File: config.mk
export PLATFORM = sky130hd
export DESIGN_NAME = chs_mod_unit
export DESIGN_NICKNAME = d
export VERILOG_FILES = /design/src/rtl/chs_mod_unit.sv
export SDC_FILE = /design/constraint.sdc
export NUM_CORES = 1
export LEC_CHECK = 0
export ABC_AREA = 0
export BUFFER_PORTS_ARGS = -buffer_cell sky130_fd_sc_hd__buf_2
export CELL_PAD_IN_SITES_DETAIL_PLACEMENT = 1
export CELL_PAD_IN_SITES_GLOBAL_PLACEMENT = 2
export CORE_AREA = 4 4 48 50
export CTS_BUF_LIST = sky130_fd_sc_hd__clkbuf_4 sky130_fd_sc_hd__clkbuf_8
export CTS_CLUSTER_SIZE = 24
export DETAILED_ROUTE_END_ITERATION = 7
export DIE_AREA = 0 0 52 54
export PLACE_DENSITY_LB_ADDON = 0.05
export SKIP_CTS_REPAIR_TIMING = 1
export SLEW_MARGIN = 20
export SYNTH_ARGS = -nofsm -noshare
export SYNTH_HDL_FRONTEND = slang
export SYNTH_SLANG_ARGS = --single-unit
export TNS_END_PERCENT = 30
File: constraint.sdc
create_clock -name clk -period 0.8 [get_ports clk]
set_input_delay 0.08 -clock clk [delete_from_list [all_inputs] [get_ports clk]]
set_output_delay 0.08 -clock clk [all_outputs]
set_load 0.01 [all_outputs]
File: src/rtl/chs_mod_unit.sv
// ----------------------------------------------------------------------------
// chs_mod_unit
// Bucket index unit: remainder of the key by the table depth.
// ----------------------------------------------------------------------------
module chs_mod_unit #(
  parameter int DEPTH = 256,
  parameter int VAL_W = 32
) (
  input  logic                       clk,
  input  logic                       rst,
  input  logic                       start,
  input  logic [VAL_W-1:0]           value,
  output logic                       done,
  output logic [$clog2(DEPTH)-1:0]   rem
);

  localparam int RW = $clog2(DEPTH);

  generate
    if ((DEPTH & (DEPTH - 1)) == 0) begin : g_pow2
      // A power-of-two depth is just the low bits of the key.
      always_ff @(posedge clk) begin
        if (rst) begin
          done <= 1'b0;
        end else begin
          done <= start;
        end
        if (start) begin
          rem <= RW'(value);
        end
      end
    end else begin : g_iter
      // Restoring remainder, four key bits per cycle, most significant first.
      localparam int DIGIT = 4;
      localparam int NSTEP = (VAL_W + DIGIT - 1) / DIGIT;
      localparam int PW    = NSTEP * DIGIT;
      localparam int CW    = $clog2(NSTEP + 1);
      localparam logic [RW:0] DEPTH_C = (RW + 1)'(DEPTH);

      logic [PW-1:0] shreg;
      logic [RW-1:0] r;
      logic [RW-1:0] r_new;
      logic [CW-1:0] cnt;
      logic          busy;

      always_comb begin
        logic [RW:0] t;
        r_new = r;
        for (int i = 0; i < DIGIT; i++) begin
          t = {r_new, shreg[PW-1-i]};
          if (t >= DEPTH_C) begin
            t = t - DEPTH_C;
          end
          r_new = t[RW-1:0];
        end
      end

      always_ff @(posedge clk) begin
        if (rst) begin
          busy <= 1'b0;
          done <= 1'b0;
          cnt  <= '0;
        end else begin
          done <= 1'b0;
          if (start) begin
            busy <= 1'b1;
            cnt  <= CW'(NSTEP);
          end else if (busy) begin
            cnt <= cnt - 1'b1;
            if (cnt == CW'(1)) begin
              busy <= 1'b0;
              done <= 1'b1;
            end
          end
        end
        if (start) begin
          shreg <= PW'(value);
          r     <= '0;
        end else if (busy) begin
          shreg <= shreg << DIGIT;
          r     <= r_new;
        end
      end

      assign rem = r;
    end
  endgenerate

endmodule

==> run_results.csv, run 1 <==
group,metric,value,unit
final_layout,nets,76,
final_layout,n_antenna_cell,0,
setup_path,slowest_stage,"edfxtp_1",
yosys,synth.distinct_cells,3,
pwr,power_density,2080,mW/mm^2
setup_path,worst-setup-path-type,"flip-flop to output port",
setup_path,cp.required,720,ps
clocking,cts_buffers,3,
global_routing,grt_pass1_vias,206,
clocking,cts_max_path_buffers,2,
timing,report.final.slew_viol_count,0,
setup_path,crit_path_max_fanout,1,
yosys,synthMuxAreaShare,0,%
yosys,yosys_warnings,0,
routing,drt_first_pass_iters,1,
setup_path,crit_arrival,780,ps
yosys,synthesis.nets,45,
setup_path,cpPeakStageDelay,370,ps
routing,drt_iter0_drc,0,
clocking,cts.reportedPaths.clkPinSlew,60,ps
yosys,synth_top_family_by_area,"simple AND/OR/NAND/NOR gates",
floorplan,num_rows,16,
yosys,synth_xor_area_share,0,%
global_routing,grt_overflow,0,
hold_path,min_from,"value[7]",
final_layout,stdcell_area,503,um^2
setup_path,cp_top_family,"flip-flops",
yosys,ys_seq_area_share,95.0,%
clocking,cts-root-buf,"clkbuf_4",
yosys,ys_seq_elements,9,
timing,tightest_slew,206,ps
placed_design,placed_cell_area,403,um^2
timing,hold_ws,13.5,ps
routing,vias,214,
routing,wire_per_inst,10.4,um
pwr,vdd_drop_max,0.000754,V
timing,relSlewSlack,86.3,%
yosys,synth_compound_area_share,0,%
floorplan,core_area,0.00190,mm^2
yosys,syn-cell-area,274,um^2
routing,drc,0,
routing,via_per_inst,3.19,
timing,min_period,861,ps
timing,rsz0062_at_grt,"true",
yosys,syn_inst,10,
floorplan,start_util,14.4,%
clocking,cts_tree,"done",
hold_path,min_to,"rem[7]",
status,outcome,"complete, but fails checks",
status,failed_checks,"setup timing",
timing,fin_ws,-60.7,ps
setup_path,worst-path-buf-inv,1,
floorplan,fp.dieW,52,um
floorplan,die_h,54,um
placed_design,dpl.cell_count,56,
yosys,avgSynthCellArea,27.4,um^2
timing,fin_crit_sh,108,%
floorplan,pin_count,44,
final_layout,drive_gt1_share,60.0,%
hold_path,min_path_type,"input pin to flip-flop",
timing,hold_viol,0,
flow_run,drv_cap,0,
global_routing,grt_max_degree,10,
hold_path,holdPathStages,1,
clocking,htreeDepth,1,
final_layout,areaGrowthSynthToFinish,83.6,%
yosys,synthAdderAreaFrac,0,%
floorplan,dieArea,0.00281,mm^2
placed_design,pre_cts_slack,192,ps
global_routing,grt_use_total,5.89,%
setup_path,start_kind,"flip-flop",
setup_path,cp-end-kind,"output port",
global_routing,grt_pass1_wl,1050,um
placed_design,place.gp.congestion,0.594,
pwr,leakagePower,0.217,nW
setup_path,crit_chain,"buf_2",
global_routing,antenna_found_initial,0,
timing,setup_viol,8,
final_layout,final_cells,67,
placed_design,io_buffers,19,
routing,routed_wl,697,um
clocking,cts.sinks,9,
routing,drtAntennaViolNets,0,
yosys,synth-simple-area-share,5.02,%
timing,clock.fmax,1160,MHz
cells in the final DEF, fill, tap and decap left out:
cell            n
clkbuf_4        4
dlygate4sd3_1   7
dfxtp_1         1
buf_2          19
nor2b_4         1
edfxtp_1        8
report_power, final:
group          internal (mW)  switching, mW  leakage [nW]
clock                  0.225          0.141        0.0184
sequential             0.551        0.00866        0.0866
combinational         0.0655         0.0542         0.112
per-stage QoR:
| step | util [%] | total power [mW] | setup TNS, ps |
|---|---|---|---|
| 3_5_place_dp | 21.2 | 0.666 | 0 |
| 6_report | 26.4 | 1.04 | -319 |
| 2_1_floorplan | - | 0.594 | 0 |
| 4_1_cts | 22.8 | 1.04 | -461 |
| 5_1_grt | 26.4 | 1.11 | -693 |
| 3_3_place_gp | 21.2 | 0.664 | 0 |
how the worst max path moves through the flow:
stage | depth (start not counted) | start | slack, ps | endpoint
2_1_floorplan | 0 | rem[0] | 330 | rem[0]
3_3_place_gp | 1 | start | 210 | rem[1]
3_5_place_dp | 1 | start | 190 | rem[5]
4_1_cts | 1 | rem[6] | -80 | rem[6]
5_1_grt | 1 | rem[3] | -110 | rem[3]
6_report | 1 | rem[6] | -60 | rem[6]
layer usage:
metal	part of all wire, %	GRT usage, %	wire (um)
met5	0	0	0
met1	52	7.67	363
met2	30	5.44	212
met3	16	4.71	114
met4	0.86	5.24	6
flip-flops by register name, indices dropped and copies added (netlist names):
register	cells
rem	8
done	1
cells in the mapped netlist:
| cell type | n | share of area [%] |
|---|---|---|
| dfxtp_1 | 1 | 7.3 |
| edfxtp_1 | 8 | 88 |
| nor2b_4 | 1 | 5.0 |
area by class of cell:
class | instances | area, um^2
flip-flops and latches | 9 | 260
multi-input cells | 1 | 13.8
repair buffers | 26 | 165
fillers | 214 | 1400
well taps | 27 | 33.8
clock buffers | 4 | 30.0
kinds of logic (layout without fill, tap and decap cells):
group / Yosys count / after routing
buffers and inverters: 0 / 30
DFF: 9 / 9
and+or+nand+nor: 1 / 1
(Power assumes the default switching activity.)
==> run 2: changes to the inputs <==
--- a/config.mk
+++ b/config.mk
@@ -8,6 +8,5 @@
 export ABC_AREA = 0
-export BUFFER_PORTS_ARGS = -buffer_cell sky130_fd_sc_hd__buf_2
 export CELL_PAD_IN_SITES_DETAIL_PLACEMENT = 1
 export CELL_PAD_IN_SITES_GLOBAL_PLACEMENT = 2
-export CORE_AREA = 4 4 48 50
+export CORE_AREA = 4 4 41 43
 export CTS_BUF_LIST = sky130_fd_sc_hd__clkbuf_4 sky130_fd_sc_hd__clkbuf_8
@@ -15,3 +14,4 @@
 export DETAILED_ROUTE_END_ITERATION = 7
-export DIE_AREA = 0 0 52 54
+export DIE_AREA = 0 0 45 47
+export DONT_BUFFER_PORTS = 1
 export PLACE_DENSITY_LB_ADDON = 0.05
==> constraint.sdc (replaced) <==
create_clock -name clk -period 0.8 [get_ports clk]
set_input_delay 0.04 -clock clk [delete_from_list [all_inputs] [get_ports clk]]
set_output_delay 0.04 -clock clk [all_outputs]
set_load 0.01 [all_outputs]
==> run 2 against run 1 <==
  * The run ends with hold timing left
  * Clock power increased by 1%
  * Combinational power decreased by 66%
  * Critical path depth decreased by 1
  * Setup slack improved by 120 ps
  * Global-route usage increased by 0.45 points
  * Critical path type unchanged
  * Clock-buffer cell count unchanged
  * Sequential power increased by 5.7%
  * Maximum frequency increased by 17%
  * Critical endpoint is now rem[3]
  * Die area decreased by 25%
  * Cell count decreased by 43%
  * Core utilization increased by 5.3 points
==> run_results.csv, run 2 (same netlist as run 1, synthesis figures left out) <==
group,metric,value,unit
global_routing,antenna_found_initial,0,
timing,min_period,737,ps
clocking,cts_buffers,3,
setup_path,cp.depth,0,
final_layout,drive_gt1_share,21.7,%
placed_design,pre_cts_slack,329,ps
floorplan,num_rows,13,
routing,drt_iter0_drc,0,
placed_design,dpl.cell_count,25,
pwr,vdd_drop_max,0.00108,V
timing,clock.fmax,1360,MHz
clocking,cts_max_path_buffers,2,
pwr,power_density,2430,mW/mm^2
routing,wire_per_inst,16.8,um
timing,hold_ws,-109,ps
floorplan,dieArea,0.00212,mm^2
routing,drc,0,
global_routing,grt_max_degree,10,
clocking,cts-root-buf,"clkbuf_4",
setup_path,start_kind,"flip-flop",
setup_path,cp.required,760,ps
timing,setup_tns,0,ps
pwr,leakagePower,0.150,nW
global_routing,grt_pass1_wl,786,um
global_routing,grt_overflow,0,
final_layout,final_cells,38,
timing,tightest_slew,155,ps
final_layout,n_antenna_cell,0,
routing,drtAntennaViolNets,0,
placed_design,io_buffers,0,
setup_path,cp-end-kind,"output port",
pwr,power,1.00,mW
timing,fin_crit_sh,92.1,%
timing,rsz0062_at_grt,"false",
routing,via_per_inst,3.92,
final_layout,max_flop_register,"rem",
routing,vias,149,
flow_run,drv_cap,0,
setup_path,crit_arrival,700,ps
setup_path,worst-setup-path-type,"flip-flop to output port",
floorplan,fp.dieW,45,um
floorplan,core_area,0.00130,mm^2
floorplan,start_util,21.1,%
clocking,cts_tree,"done",
timing,fin_ws,63.1,ps
global_routing,grt_use_total,6.34,%
status,outcome,"complete, but fails checks",
final_layout,stdcell_area,413,um^2
setup_path,crit_end,"rem[3]",
global_routing,grt_pass1_vias,147,
final_layout,largest_register_ff_count,8,
setup_path,crit_path_max_fanout,1,
routing,drt_first_pass_iters,1,
timing,setup_viol,0,
final_layout,largestRegisters,"rem (8), done (1)",
final_layout,fill_cells,135,
setup_path,worstSetupStartpoint,"rem[3]",
timing,relSlewSlack,89.7,%
timing,report.final.slew_viol_count,0,
final_layout,multi_input_area,13.8,um^2
clocking,cts.reportedPaths.clkPinSlew,60,ps
timing,hold_viol,9,
final_layout,final_cell_mix,"9 x dlygate4sd3_1, 8 x edfxtp_1, 4 x clkbuf_4",
hold_path,min_path_type,"input pin to flip-flop",
clocking,cts.sinks,9,
routing,routed_wl,638,um
final_layout,nets,59,
floorplan,pin_count,44,
final_layout,areaGrowthSynthToFinish,50.7,%
floorplan,die_h,47,um
placed_design,placed_cell_area,293,um^2
clocking,htreeDepth,1,
placed_design,place.gp.congestion,0.675,
final_layout,final_common_cell,"dlygate4sd3_1",
final_layout,ff_latch_area,260,um^2
status,failed_checks,"hold timing",
final_layout,fin_util,31.7,%
==> run 2: changes by cell type in the layout (fill, tap and decap cells not counted), sizes merged <==
cell,previous run,this run
dlygate4sd3,7,9
buf,19,0
==> run 2: how the worst min path moves through the flow <==
stage / startpoint / endpoint / slack [ps] / cells after the start
floorplan: rst / done / 100 / 1
global placement: rst / done / 110 / 1
detailed placement: rst / done / 110 / 1
CTS: rst / done / -170 / 1
global route: start / rem[1] / -120 / 0
finish: start / rem[7] / -110 / 0
==> run 2: power by group <==
part / internal [mW] / switching (mW) / total, mW
clock: 0.225 / 0.145 / 0.370
sequential: 0.554 / 0.0373 / 0.591
combinational: 0.0330 / 0.00753 / 0.0405
total: 0.812 / 0.189 / 1.00
==> run 2: metal layers <==
| layer | vias up | track usage, % | part of all wire [%] |
|---|---|---|---|
| met4 | 0 | 8.77 | 4.7 |
| li1 | 64 | - | - |
| met1 | 59 | 7.60 | 40 |
| met2 | 22 | 4.80 | 37 |
| met5 | - | 0 | 0 |
| met3 | 4 | 5.75 | 18 |
==> run 2: layout make-up <==
| class | instances | area share (%) |
|---|---|---|
| Timing Repair Buffer | 9 | 21.8 |
| Multi-Input combinational cell | 1 | 3.33 |
| Clock buffer | 4 | 7.27 |
| Tap cell | 15 | 4.55 |
| Sequential cell | 9 | 63.0 |
